[src/fis_pkg.sv]
// Shared types and constants for the frame interval statistics block.
// No dependencies; imported by every module of the block.
package fis_pkg;

    localparam int WINDOW_DEF = 10;
    localparam int STAMP_W    = 32;
    localparam int AGE_W      = 8;
    localparam int FILL_W     = 4;

    localparam logic ACTION_STAMP = 1'b0;
    localparam logic ACTION_READ  = 1'b1;

    // Per-transaction command from the control logic to the history ring.
    typedef struct packed {
        logic take;   // an input transaction is accepted this cycle
        logic push;   // a new interval is written into the ring
        logic read;   // a history entry is looked up
    } ring_cmd_t;

endpackage

[src/frame_interval_stats_unit.sv]
// Frame interval statistics: running min/max of timestamp intervals plus a history ring.
// Depends on fis_pkg and fis_history_ring.
//
// Usage:
//   Input channel (in_valid/in_ready) carries action, now_us and age_index.
//   Action 0 delivers a loop timestamp; from the second one on, the interval
//   to the previous timestamp updates the minimum, the maximum and the ring.
//   Action 1 reads the ring entry at age_index, counted from the oldest.
//   Output channel (out_valid/out_ready) returns one result per input
//   transaction: min_interval, max_interval, fill_count and history_value.
//   out_valid rises in the cycle after acceptance. The ring is read
//   through a single synchronous read port, and the result register can
//   be drained in the same cycle that the next transaction is accepted,
//   so one transaction per cycle is sustained while out_ready stays high.
//   When the receiver stalls, the result is held and in_ready drops until
//   the result is taken. Reset clears the statistics, the fill count and
//   the pointers; ring contents are left as they are and are never returned
//   before being written.
module frame_interval_stats_unit
    import fis_pkg::*;
#(
    parameter int WINDOW = WINDOW_DEF
)
(
    input  logic               clk,
    input  logic               rst_n,
    input  logic               in_valid,
    output logic               in_ready,
    input  logic               action,
    input  logic [STAMP_W-1:0] now_us,
    input  logic [AGE_W-1:0]   age_index,
    output logic               out_valid,
    input  logic               out_ready,
    output logic [STAMP_W-1:0] min_interval,
    output logic [STAMP_W-1:0] max_interval,
    output logic [FILL_W-1:0]  fill_count,
    output logic [STAMP_W-1:0] history_value
);

    localparam int CNT_W = $clog2(WINDOW+1);

    typedef enum logic [1:0] {
        ST_IDLE = 2'b01,
        ST_HOLD = 2'b10
    } state_t;

    state_t             state_reg;
    state_t             state_next;
    logic [STAMP_W-1:0] last_reg;
    logic               started_reg;
    logic [STAMP_W-1:0] min_reg;
    logic [STAMP_W-1:0] min_next;
    logic [STAMP_W-1:0] max_reg;
    logic [STAMP_W-1:0] max_next;
    logic [STAMP_W-1:0] interval;
    logic               accept;
    logic               out_take;
    ring_cmd_t          cmd;
    logic [CNT_W-1:0]   held;

    assign out_take = (state_reg == ST_HOLD) && out_ready;
    assign in_ready = (state_reg == ST_IDLE) || out_take;
    assign accept   = in_valid && in_ready;

    assign interval = now_us - last_reg;

    assign cmd.take = accept;
    assign cmd.push = accept && (action == ACTION_STAMP) && started_reg;
    assign cmd.read = accept && (action == ACTION_READ);

    // A minimum of zero is taken to mean none has been seen yet.
    assign min_next = ((min_reg == '0) || (interval < min_reg)) ? interval : min_reg;
    assign max_next = (interval > max_reg) ? interval : max_reg;

    always_comb
    begin
        state_next = state_reg;
        unique case (state_reg)
            ST_IDLE:
            begin
                if (accept)
                begin
                    state_next = ST_HOLD;
                end
            end
            ST_HOLD:
            begin
                if (out_take && !accept)
                begin
                    state_next = ST_IDLE;
                end
            end
            default:
            begin
                state_next = ST_IDLE;
            end
        endcase
    end

    always_ff @(posedge clk or negedge rst_n)
    begin
        if (!rst_n)
        begin
            state_reg   <= ST_IDLE;
            last_reg    <= '0;
            started_reg <= 1'b0;
            min_reg     <= '0;
            max_reg     <= '0;
        end
        else
        begin
            state_reg <= state_next;
            if (accept && (action == ACTION_STAMP))
            begin
                last_reg    <= now_us;
                started_reg <= 1'b1;
            end
            if (cmd.push)
            begin
                min_reg <= min_next;
                max_reg <= max_next;
            end
        end
    end

    fis_history_ring #(
        .WINDOW (WINDOW)
    ) u_ring (
        .clk     (clk),
        .rst_n   (rst_n),
        .cmd     (cmd),
        .wr_data (interval),
        .rd_age  (age_index),
        .rd_data (history_value),
        .held    (held)
    );

    // Statistics only change on an accepted transaction, so while a result
    // is held they still show the values as of that transaction.
    assign out_valid    = (state_reg == ST_HOLD);
    assign min_interval = min_reg;
    assign max_interval = max_reg;
    assign fill_count   = FILL_W'(held);

endmodule

[src/fis_history_ring.sv]
// History ring of the last WINDOW intervals with its write pointer and fill count.
// Depends on fis_pkg for widths and the command struct.
module fis_history_ring
    import fis_pkg::*;
#(
    parameter int WINDOW = WINDOW_DEF
)
(
    input  logic                        clk,
    input  logic                        rst_n,
    input  ring_cmd_t                   cmd,
    input  logic [STAMP_W-1:0]          wr_data,
    input  logic [AGE_W-1:0]            rd_age,
    output logic [STAMP_W-1:0]          rd_data,
    output logic [$clog2(WINDOW+1)-1:0] held
);

    localparam int SLOT_W = $clog2(WINDOW);
    localparam int CNT_W  = $clog2(WINDOW+1);
    localparam int SUM_W  = ((SLOT_W > AGE_W) ? SLOT_W : AGE_W) + 1;

    logic [STAMP_W-1:0] ring_mem [WINDOW];
    logic [STAMP_W-1:0] q_reg;
    logic               hit_reg;
    logic               hit_next;
    logic [SLOT_W-1:0]  slot_reg;
    logic [SLOT_W-1:0]  slot_next;
    logic [CNT_W-1:0]   held_reg;
    logic [CNT_W-1:0]   held_next;
    logic               full;
    logic [SUM_W-1:0]   oldest;
    logic [SUM_W-1:0]   raw_slot;
    logic [SLOT_W-1:0]  rd_slot;

    assign full = (held_reg == CNT_W'(WINDOW));

    // Until the ring has wrapped, the oldest entry sits in slot zero.
    // For an age below the count, one subtract brings the sum in range; other ages answer zero.
    assign oldest   = full ? SUM_W'(slot_reg) : '0;
    assign raw_slot = oldest + SUM_W'(rd_age);
    assign rd_slot  = (raw_slot >= SUM_W'(WINDOW)) ? SLOT_W'(raw_slot - SUM_W'(WINDOW))
                                                   : SLOT_W'(raw_slot);

    assign hit_next = cmd.read && (SUM_W'(rd_age) < SUM_W'(held_reg));

    always_comb
    begin
        slot_next = slot_reg;
        held_next = held_reg;
        if (cmd.push)
        begin
            slot_next = (slot_reg == SLOT_W'(WINDOW-1)) ? '0 : slot_reg + 1'b1;
            if (!full)
            begin
                held_next = held_reg + 1'b1;
            end
        end
    end

    always_ff @(posedge clk or negedge rst_n)
    begin
        if (!rst_n)
        begin
            slot_reg <= '0;
            held_reg <= '0;
            hit_reg  <= 1'b0;
        end
        else
        begin
            slot_reg <= slot_next;
            held_reg <= held_next;
            if (cmd.take)
            begin
                hit_reg <= hit_next;
            end
        end
    end

    // Writes and reads come from different transactions, so a read never
    // overlaps a write to the same entry and needs no forwarding.
    always_ff @(posedge clk)
    begin
        if (cmd.push)
        begin
            ring_mem[slot_reg] <= wr_data;
        end
        if (cmd.read)
        begin
            q_reg <= ring_mem[rd_slot];
        end
    end

    assign rd_data = hit_reg ? q_reg : '0;
    assign held    = held_reg;

endmodule

[config.mk]
export PLATFORM = sky130hd
export DESIGN_NAME = frame_interval_stats_unit
export DESIGN_NICKNAME = d
export VERILOG_FILES = /design/src/fis_pkg.sv /design/src/frame_interval_stats_unit.sv /design/src/fis_history_ring.sv
export SDC_FILE = /design/constraint.sdc
export NUM_CORES = 1
export LEC_CHECK = 0
export ABC_CLOCK_PERIOD_IN_PS = 5100
export BUFFER_PORTS_ARGS = -buffer_cell sky130_fd_sc_hd__buf_4
export CAP_MARGIN = 10
export CELL_PAD_IN_SITES_DETAIL_PLACEMENT = 0
export CELL_PAD_IN_SITES_GLOBAL_PLACEMENT = 1
export CORE_MARGIN = 4
export CORE_UTILIZATION = 35
export DETAILED_ROUTE_END_ITERATION = 7
export PLACE_DENSITY_LB_ADDON = 0.1
export SLEW_MARGIN = 20
export SYNTH_ARGS = -nofsm -noshare
export SYNTH_HDL_FRONTEND = slang
export SYNTH_SLANG_ARGS = --single-unit
[constraint.sdc]
create_clock -name clk -period 5.1 [get_ports clk]
set_input_delay 0.765 -clock clk [delete_from_list [all_inputs] [get_ports clk]]
set_output_delay 0.765 -clock clk [all_outputs]
set_load 0.02 [all_outputs]
==> run summary, run 1 <==
worst skew pair latency: 0.60 ns
Cell Area, Synth: 21,000 µm²
drt total wl: 55.0 mm
Vias/cell: 5.01
Die ar.: 64,100 µm²
Hold Fails Final Rpt: 0
commonest cells in the netlist: edfxtp_1, o21ai_0, inv_1
Max Freq: 207 MHz
Initial Utilization: 0.355
port bufs: 146
Synth Register Bits: 460
switching power: 0.00698 W
clock skew: 0.0255 ns
status: finished clean
Slew Limit Fails: 0
Static Leak: 10.0 nW
ANT nets after route: 0
H-tree depth: 2
post-synthesis average cell area: 14.2 µm²
Logic pwr share: 0.474
Pwr per Cell Area: 701 nW/µm²
post-synth top area cell: edfxtp_1
worst slew pin tran: 0.891 ns
Critical Path AT: 5.33 ns
reg2reg start: last_reg[0]
Clock Pin Slew Worst Setup and Hold Paths: 0.06 ns
Die Y: 253 µm
Num CTS Buffers: 51
Syn Nets: 1,635
Area Growth Syn to Fin: 23.7%
drt initial violations: 619
Ports: 147
GRT Residual Overflow: 0
Internal Power: 0.0113 W
worst endpoint required time: 5.58 ns
# clock sinks: 460
power consumption: 0.0182 W
via count: 13,000
sequential area share after synthesis: 0.631
core area: 59,200 µm²
Largest register FFs: 320
sequential share of power: 0.330
Final GP Congestion: 0.864
Util after Layout: 0.439
maximum VDD drop: 0.000311 V
Synth top area share: 0.502
largest cells by area after synthesis: edfxtp_1, dfrtp_1, mux4_2, ha_1, o21ai_0
minimum clock period after layout: 4.84 ns
Yosys cell types: 73
share of layout cells above drive strength 1: 0.290
CP startpoint kind: flop
TritonRoute pass-1 iters: 5
CTS root buffer: clkbuf_16
Clock power frac: 0.197
CTS Buffer Depth: 3
Hold Path Class: input port to async pin
design area: 26,000 µm²
WL/cell: 21.2 µm
Setup crit start: last_reg[0]
Rel. slew slack: 0.406
Post-DP HPWL: 36.0 mm
synth warn: 0
pin count of the biggest net entering global routing: 97
Fill cells: 5,496
vias in the first global route: 13,700
Post-synth EDFFs: 352
Main synth FF type: edfxtp_1
setup violators final: 0
CP max FO: 13
final net count: 1,936
initial antenna violation count: 1
ant diodes: 0
kind of critical path: flop to flop
switching share of power: 0.382
CTS tree: done
final worst-path cycle share: 0.949
Final TNS setup: 0 ns
chip width: 253 µm
Critical Path End Type: flop
hold buffers post-CTS: 0
first-pass GRT wire length: 83.6 mm
DRC errors left: 0
Biggest register: u_ring.ring_mem
worst hold margin: 0.215 ns
synthesized instance count: 1,484
row cnt: 89
maxcap violations: 0
Area after DPL: 24,300 µm²
top-count cell post-synth: edfxtp_1
Total GRT Usage: 0.173
async set-or-reset flop fraction in the synthesized netlist: 0.235
routing by layer:
layer / track usage / part of all wire / up-vias
li1: - / - / 6226
met1: 0.225 / 0.43 / 6488
met2: 0.303 / 0.50 / 224
met3: 0.0310 / 0.043 / 71
met4: 0.0400 / 0.021 / 0
met5: 0 / 0 / -
placed cells by master, fill, tap and decap left out, drive strengths merged, types with 4 or more instances in the layout:
master / instances
edfxtp: 352
buf: 302
o21ai: 124
inv: 119
dfrtp: 107
nand2: 104
ha: 104
mux4: 64
clkbuf: 63
a21oi: 47
and2: 40
nor2: 34
mux2i: 33
a22oi: 33
mux2: 30
xnor2: 27
nor3: 23
a21o: 20
nand4: 19
clkinv: 18
nand3: 16
nor4: 11
nand2b: 10
a211oi: 9
nor2b: 9
xor2: 9
o21a: 8
and3: 6
o211ai: 5
or2: 5
a221oi: 5
a31oi: 5
o2111ai: 4
a21boi: 4
bufinv: 4
a2111oi: 4
or4: 4
power groups by stage:
stage               clock (W)  sequential [W]  combinational [W]
global route          0.00385         0.00610            0.00968
CTS                   0.00370         0.00604            0.00872
global placement            0         0.00610            0.00854
floorplan                   0         0.00625            0.00445
detailed placement          0         0.00611            0.00868
finish                0.00359         0.00602            0.00864
worst max-delay path, cell delays in order (launching register included):
cell and delay, ns:
dfrtp_1 0.38, ha_2 0.18, inv_2 0.06, fa_2 0.20, a21o_1 0.15, a311oi_2 0.10, or4b_4 0.54, a311oi_4 0.30
buf_4 0.17, o21ai_0 0.07, nand2b_1 0.12, xor2_2 0.27, ha_1 0.30, a2111oi_0 0.43, o21a_1 0.18, nor3_1 0.05
o41ai_2 0.39, and2_1 0.25, buf_4 0.22, mux2_2 0.35
worst paths after layout:
kind	slack (ns)	end	depth (start not counted)
hold / removal	0.22	last_reg[8]	1
hold reg to reg	0.50	started_reg	1
setup / recovery	0.26	min_interval[23]	19
setup reg to reg	0.26	min_interval[23]	19
min in group clk	0.37	state_reg[0]	2
max in group asynchronous	3.87	min_interval[16]	2
final cells by class:
| class | count | area [µm²] | area share |
|---|---|---|---|
| clock buffer | 63 | 1330 | 0.0512 |
| clock inverter | 29 | 289 | 0.0111 |
| timing repair buffer | 302 | 2370 | 0.0911 |
| inverter | 114 | 428 | 0.0164 |
| tap | 773 | 967 | 0.0372 |
| sequential | 460 | 13300 | 0.510 |
| multi-input combinational | 856 | 7360 | 0.283 |
metrics by stage:
stage	instances	setup slack [ns]
floorplan	1484	-0.00185
global placement	2501	-0.656
detailed placement	2501	-0.701
CTS	2593	0.00493
global route	2597	-0.00301
finish	2597	0.258
repair_timing:
action                                  in CTS  in global routing
gates cloned                                 0                  0
setup buffers                                0                  4
endpoints found under the hold margin        0                  0
endpoints found under the setup margin      29                 51
gates resized for setup                      3                  7
pin swaps                                    0                  9
kinds of logic (layout without fill, tap and decap cells):
kind of cell             count (synthesis)  in the layout  share of synthesized area
AO/OA/AOI/OAI                          296            296                     0.0882
XOR/XNOR                                36             36                     0.0150
adder cells (fa/ha/maj)                106            106                     0.0637
buffers and inverters                  168            508                     0.0321
flip-flops                             460            460                      0.631
multiplexers                           127            127                      0.101
AND/OR/NAND/NOR                        291            291                     0.0696
Power figures use the tool's default switching activity.
==> inputs of run 2 (changes only) <==
--- a/config.mk
+++ b/config.mk
@@ -13,7 +13,7 @@
 export CORE_MARGIN = 4
 export CORE_UTILIZATION = 35
 export DETAILED_ROUTE_END_ITERATION = 7
-export PLACE_DENSITY_LB_ADDON = 0.1
+export PLACE_DENSITY = 0.73
 export SLEW_MARGIN = 20
 export SYNTH_ARGS = -nofsm -noshare
 export SYNTH_HDL_FRONTEND = slang
==> run 2 against run 1 <==
Sequential share of layout area up 0.82 points. Clock skew is 0.0012 ns higher. Setup slack worse by 0.0052 ns. Die area did not move. Sequential power is essentially flat. Register-to-register slack barely moved. Global-route usage shrank 0.97 points. Wire length is 4.3% lower.
==> run summary, run 2 (synthesized netlist as in run 1, its figures left out) <==
GRT Residual Overflow: 0 (unchanged)
final net count: 1,895 (-2.1%)
maxcap violations: 0 (unchanged)
Vias/cell: 5.15 (+2.9%)
Critical Path AT: 5.29 ns (-0.04 ns)
worst slew pin tran: 1.02 ns (+0.132 ns)
Biggest register: u_ring.ring_mem
Post-DP HPWL: 35.0 mm (-3.0%)
Final GP Congestion: 0.936 (+8.3%)
CTS Buffer Depth: 3 (unchanged)
ant diodes: 0 (unchanged)
Largest register FFs: 320 (unchanged)
drt initial violations: 736 (+19%)
row cnt: 89 (unchanged)
CP most frequent cell: a21o_1
ANT nets after route: 0 (unchanged)
Total GRT Usage: 0.163 (-0.00970)
CTS root buffer: clkbuf_16
chip width: 253 µm (unchanged)
minimum clock period after layout: 4.85 ns (+0.00515 ns)
Fill cells: 5,353 (-2.6%)
vias in the first global route: 13,600 (-0.63%)
Hold Path Class: input port to async pin
first-pass GRT wire length: 80.9 mm (-3.2%)
DRC errors left: 0 (unchanged)
Final Non-Filler Cells: 2,552 (-1.7%)
Max Freq: 206 MHz (-0.11%)
Initial Utilization: 0.355 (unchanged)
Area Growth Syn to Fin: 21.7%
placed insts: 2,468 (-1.3%)
worst endpoint required time: 5.54 ns (-0.04 ns)
kind of critical path: flop to flop
clock skew: 0.0267 ns (+0.00121 ns)
TritonRoute pass-1 iters: 5 (unchanged)
Ports: 147 (unchanged)
Die Y: 253 µm (unchanged)
Largest stage delay, worst path: 0.54 ns (about the same)
share of layout cells above drive strength 1: 0.273 (-0.0174)
initial antenna violation count: 0 (-1)
Static Leak: 9.80 nW (-2.4%)
Clock Pin Slew Worst Setup and Hold Paths: 0.06 ns (about the same)
most frequent cells in the layout: edfxtp_1, buf_4, o21ai_0, inv_1, dfrtp_1
pin count of the biggest net entering global routing: 97 (unchanged)
power consumption: 0.0176 W (-3.6%)
Critical Path End Type: flop
H-tree depth: 2 (unchanged)
crit path cell chain: ha_2 -> inv_2 -> fa_2 -> a21o_1 -> a311oi_2 -> or4b_4 -> a311oi_4 -> a31oi_1 -> a311oi_2 -> xnor2_2 -> ha_1 -> nand4_1 -> nor3_2 -> nand3_1 -> nor3_4 -> buf_4 -> a21o_1 -> buf_4 -> a21o_1 -> a2111o_1 -> o221ai_1
most common cell after layout, fill and taps aside: edfxtp_1
status: finished clean
multi-input logic area: 7370 µm² (about the same)
CP startpoint kind: flop
RSZ-0062 raised after global routing: no
Num CTS Buffers: 47 (-7.8%)
Rel. slew slack: 0.316 (-0.0905)
setup violators final: 0 (unchanged)
worst skew pair latency: 0.59 ns (about the same)
CP max stage cell: or4b_4
drt total wl: 52.6 mm (-4.3%)
hold buffers post-CTS: 0 (unchanged)
Pwr per Cell Area: 687 nW/µm² (-2.1%)
combined flip-flop and latch cell area: 13,300 µm² (unchanged)
WL/cell: 20.6 µm (-2.6%)
Final WS setup: 0.253 ns (-0.00515 ns)
Die ar.: 64,100 µm² (unchanged)
final worst-path cycle share: 0.950 (+0.00101)
CP max FO: 5 (-8)
Slew Limit Fails: 0 (unchanged)
Hold Fails Final Rpt: 0 (unchanged)
port bufs: 146 (unchanged)
via count: 13,100 (+1.1%)
# clock sinks: 460 (unchanged)
maximum VDD drop: 0.000337 V (+8.5%)
core area: 59,200 µm² (unchanged)
CTS tree: done
dpl ws: -0.637 ns (+0.0635 ns)
-- run 2: cell types whose count changed in the layout (fill, tap and decap cells not counted), sizes merged --
cell,change
clkbuf,-3
inv,-3
clkinv,-4
buf,-37
clkinvlp,+2
-- run 2: worst paths after layout --
| check | cells past startpoint | slack [ns] | startpoint | end |
|---|---|---|---|---|
| setup reg to reg | 21 | 0.25 | last_reg[0] | max_interval[31] |
| max in group asynchronous | 2 | 3.86 | rst_n | state_reg[0] |
| setup / recovery | 21 | 0.25 | last_reg[0] | max_interval[31] |
| hold reg to reg | 1 | 0.50 | started_reg | started_reg |
| min in group clk | 2 | 0.39 | in_valid | state_reg[0] |
| hold / removal | 1 | 0.30 | rst_n | last_reg[23] |
-- run 2: routing by layer --
metal	part of all wire	up-vias	global-route usage
li1	-	6146	-
met1	0.43	6608	0.217
met3	0.057	77	0.0323
met5	0	-	0
met4	0.027	0	0.0498
met2	0.49	318	0.272
-- run 2: stage by stage --
step | TNS (ns) | cell area, µm² | util | hold WS (ns)
global route | 0 | 25600 | 0.432 | 0.340
detailed placement | -22.53 | 24100 | 0.406 | 0.489
floorplan | -0.00185 | 21100 | - | 0.454
finish | 0 | 25600 | 0.432 | 0.297
global placement | -16.69 | 24100 | 0.406 | 0.474
CTS | 0 | 25600 | 0.432 | 0.295
-- run 2: worst max-delay path: cells and delay by family (launching register included) --
family                     cells  cell delay [ns]
AOI/OAI and AO/OA              9             1.75
xor gates and xnor gates       1             0.16
adders and majority gates      3             0.71
buffers and inverters          3             0.38
DFF                            1             0.38
and+or+nand+nor                5             1.34
-- run 2: power breakdown --
| group | switching (W) | internal (W) | total (W) | leakage [nW] |
|---|---|---|---|---|
| Clock | 0.00144 | 0.00194 | 0.00338 | 0.721 |
| Combinational | 0.00487 | 0.00332 | 0.00819 | 4.60 |
| Sequential | 0.000438 | 0.00558 | 0.00602 | 4.48 |
| Total | 0.00674 | 0.0108 | 0.0176 | 9.80 |
-- run 2: timing repair --
| item | 4_1_cts | 5_1_grt |
|---|---|---|
| setup endpoints to repair | 25 | 35 |
| gates cloned | 0 | 0 |
| resized for setup | 2 | 7 |
| setup buffers | 0 | 0 |
| pin swaps | 0 | 1 |
-- run 2: final cells by class --
type | count | area share
Multi-Input combinational cell | 856 | 0.288
Tap cell | 773 | 0.0378
Clock inverter | 24 | 0.00982
Inverter | 114 | 0.0167
Timing Repair Buffer | 265 | 0.0811
Sequential cell | 460 | 0.518
Clock buffer | 60 | 0.0487
==> inputs of run 3 (changes only) <==
==> constraint.sdc (replaced) <==
create_clock -name clk -period 5.1 [get_ports clk]
set_input_delay 0.51 -clock clk [delete_from_list [all_inputs] [get_ports clk]]
set_output_delay 0.51 -clock clk [all_outputs]
set_load 0.02 [all_outputs]
==> run 3 against run 2 <==
Utilization grew 0.057 points. Hold slack worse by 0.28 ns. First-iteration DRC count up 28%. Register-to-register slack worse by 0.096 ns. Flip-flop and latch count unchanged. Setup slack got worse by 0.096 ns. Fmax down 1.9%. Sequential power barely moved. Global-route usage is 0.068 points higher.
==> run summary, run 3 (synthesized netlist as in run 1, its figures left out) <==
status: finished clean
CP max stage cell: or4b_4
chip width: 253 µm (unchanged)
Total GRT Usage: 0.164 (+0.000680)
Post-DP HPWL: 35.2 mm (+0.64%)
CP endpoint: min_interval[31]
Ports: 147 (unchanged)
first-pass GRT wire length: 81.1 mm (+0.20%)
ant diodes: 0 (unchanged)
CTS Buffer Depth: 3 (unchanged)
share of layout cells above drive strength 1: 0.270 (-0.00219)
Die ar.: 64,100 µm² (unchanged)
Fill cells: 5,402 (+0.92%)
Area Growth Syn to Fin: 21.9%
Critical Path AT: 5.42 ns (+0.13 ns)
clock skew: 0.0140 ns (-0.0127 ns)
pin count of the biggest net entering global routing: 65 (-33%)
design area: 25,600 µm² (+0.13%)
maxcap violations: 0 (unchanged)
Vias/cell: 5.14 (-0.17%)
worst slew pin tran: 1.02 ns (-0.00254 ns)
cell count along the critical path: 21 (unchanged)
Num CTS Buffers: 48 (+2.1%)
Clock power frac: 0.200 (+0.008)
sequential share of power: 0.339 (-0.003)
r2r endpoint: min_interval[31]
row cnt: 89 (unchanged)
power consumption: 0.0178 W (+1.1%)
Die Y: 253 µm (unchanged)
Final TNS setup: 0 ns (unchanged)
hold buffers post-CTS: 0 (unchanged)
Area after DPL: 23,900 µm² (-0.45%)
CP startpoint kind: flop
Clock Pin Slew Worst Setup and Hold Paths: 0.06 ns (about the same)
Slew Limit Fails: 0 (unchanged)
worst skew pair latency: 0.59 ns (about the same)
final worst-path cycle share: 0.969 (+0.0188)
drt initial violations: 939 (+28%)
port bufs: 146 (unchanged)
R2R cell count: 21 (unchanged)
Internal Power: 0.0110 W (+1.1%)
crit path cell chain: ha_1 -> inv_1 -> fa_1 -> a21o_1 -> a311oi_2 -> or4b_4 -> a311oi_4 -> a31oi_1 -> a311oi_2 -> xnor2_2 -> ha_1 -> and4_1 -> nand4_1 -> or4_4 -> a31oi_4 -> o41ai_4 -> buf_4 -> nand2_2 -> buf_4 -> nor2_1 -> a221oi_1
switching power: 0.00681 W (+0.94%)
most common cell after layout, fill and taps aside: edfxtp_1
Biggest register: u_ring.ring_mem
H-tree depth: 2 (unchanged)
Hold Fails Final Rpt: 0 (unchanged)
worst hold margin: 0.0133 ns (-0.284 ns)
final net count: 1,901 (+0.32%)
Largest register FFs: 320 (unchanged)
r2r setup slk: 0.16 ns (-0.10 ns)
TritonRoute pass-1 iters: 5 (unchanged)
maximum VDD drop: 0.000397 V (+18%)
CTS tree: done
ANT nets after route: 0 (unchanged)
Pwr per Cell Area: 693 nW/µm² (+0.93%)
Rel. slew slack: 0.320 (+0.00401)
Static Leak: 9.84 nW (+0.42%)
Largest stage delay, worst path: 0.55 ns (about the same)
Util after Layout: 0.433 (+0.000570)
Critical Path End Type: flop
reg2reg start: last_reg[0]
GRT Residual Overflow: 0 (unchanged)
setup violators final: 0 (unchanged)
DRC errors left: 0 (unchanged)
Initial Utilization: 0.355 (unchanged)
drt total wl: 52.8 mm (+0.30%)
CP max FO: 5 (unchanged)
Final GP Congestion: 0.908 (-3.1%)
Max Freq: 202 MHz (-1.9%)
crit-path leading delay family: compound AO/OA/AOI/OAI gates
WL/cell: 20.6 µm (about the same)
Logic pwr share: 0.461 (-0.005)
via count: 13,200 (+0.11%)
# clock sinks: 460 (unchanged)
Setup crit start: last_reg[0]
vias in the first global route: 13,500 (-0.47%)
worst endpoint required time: 5.58 ns (+0.04 ns)
minimum clock period after layout: 4.94 ns (+0.0961 ns)
kind of critical path: flop to flop
Bufs and invs on worst path: 3 (unchanged)
switching share of power: 0.383 (-0.000437)
Hold Path Class: input port to async pin
initial antenna violation count: 0 (unchanged)
CTS root buffer: clkbuf_16
core area: 59,200 µm² (unchanged)
most frequent cells in the layout: edfxtp_1, buf_4, inv_1, o21ai_0, dfrtp_1
## run 3: changes by cell type in the layout (fill, tap and decap cells not counted), moves of 3 or more
cell	change
clkinv_1	+6
clkbuf_1	-6
buf_4	+7
bufinv_16	+3
ha_1	+4
ha_4	-3
## run 3: per-layer routing
| metal | vias up | GRT usage | part of all wire |
|---|---|---|---|
| met4 | 0 | 0.0388 | 0.019 |
| met2 | 299 | 0.278 | 0.49 |
| met5 | - | 0 | 0 |
| met1 | 6633 | 0.219 | 0.44 |
| met3 | 75 | 0.0337 | 0.054 |
| li1 | 6156 | - | - |
## run 3: layout make-up
type                    instances  area, µm²  share of cell area
clock inverters                32        360              0.0141
inverters                     114        428              0.0167
clock buffers                  54       1220              0.0477
flip-flops and latches        460      13300               0.518
multi-input cells             856       7300               0.285
well taps                     773        967              0.0377
repair buffers                270       2090              0.0815
## run 3: timing repair
item                                    in CTS  in global routing
endpoints found under the setup margin      27                 64
resized for setup                            4                 17
hold endpoints to repair                     0                  0
setup buffers                                0                  2
pin swaps                                    0                  9
gates cloned                                 0                  0
## run 3: how the worst min path moves through the flow
stage,endpoint,slack (ns),start,cells after the start
2_1_floorplan,last_reg[0],0.21,rst_n,0
3_3_place_gp,started_reg,0.47,started_reg,1
3_5_place_dp,started_reg,0.47,started_reg,1
4_1_cts,last_reg[23],0.01,rst_n,1
5_1_grt,last_reg[26],0.06,rst_n,1
6_report,last_reg[23],0.01,rst_n,1
## run 3: power groups by stage
stage | clock network, W | logic, W | registers [W]
5_1_grt | 0.00379 | 0.00908 | 0.00609
4_1_cts | 0.00365 | 0.00814 | 0.00604
3_5_place_dp | 0 | 0.00808 | 0.00611
6_report | 0.00355 | 0.00820 | 0.00603
2_1_floorplan | 0 | 0.00436 | 0.00625
3_3_place_gp | 0 | 0.00788 | 0.00609
## run 3: through the flow
step	instances	worst slack (ns)
5_1_grt	2559	-0.00670
2_1_floorplan	1484	0.0220
6_report	2559	0.157
4_1_cts	2557	0.00872
3_5_place_dp	2471	-0.330
3_3_place_gp	2471	-0.251
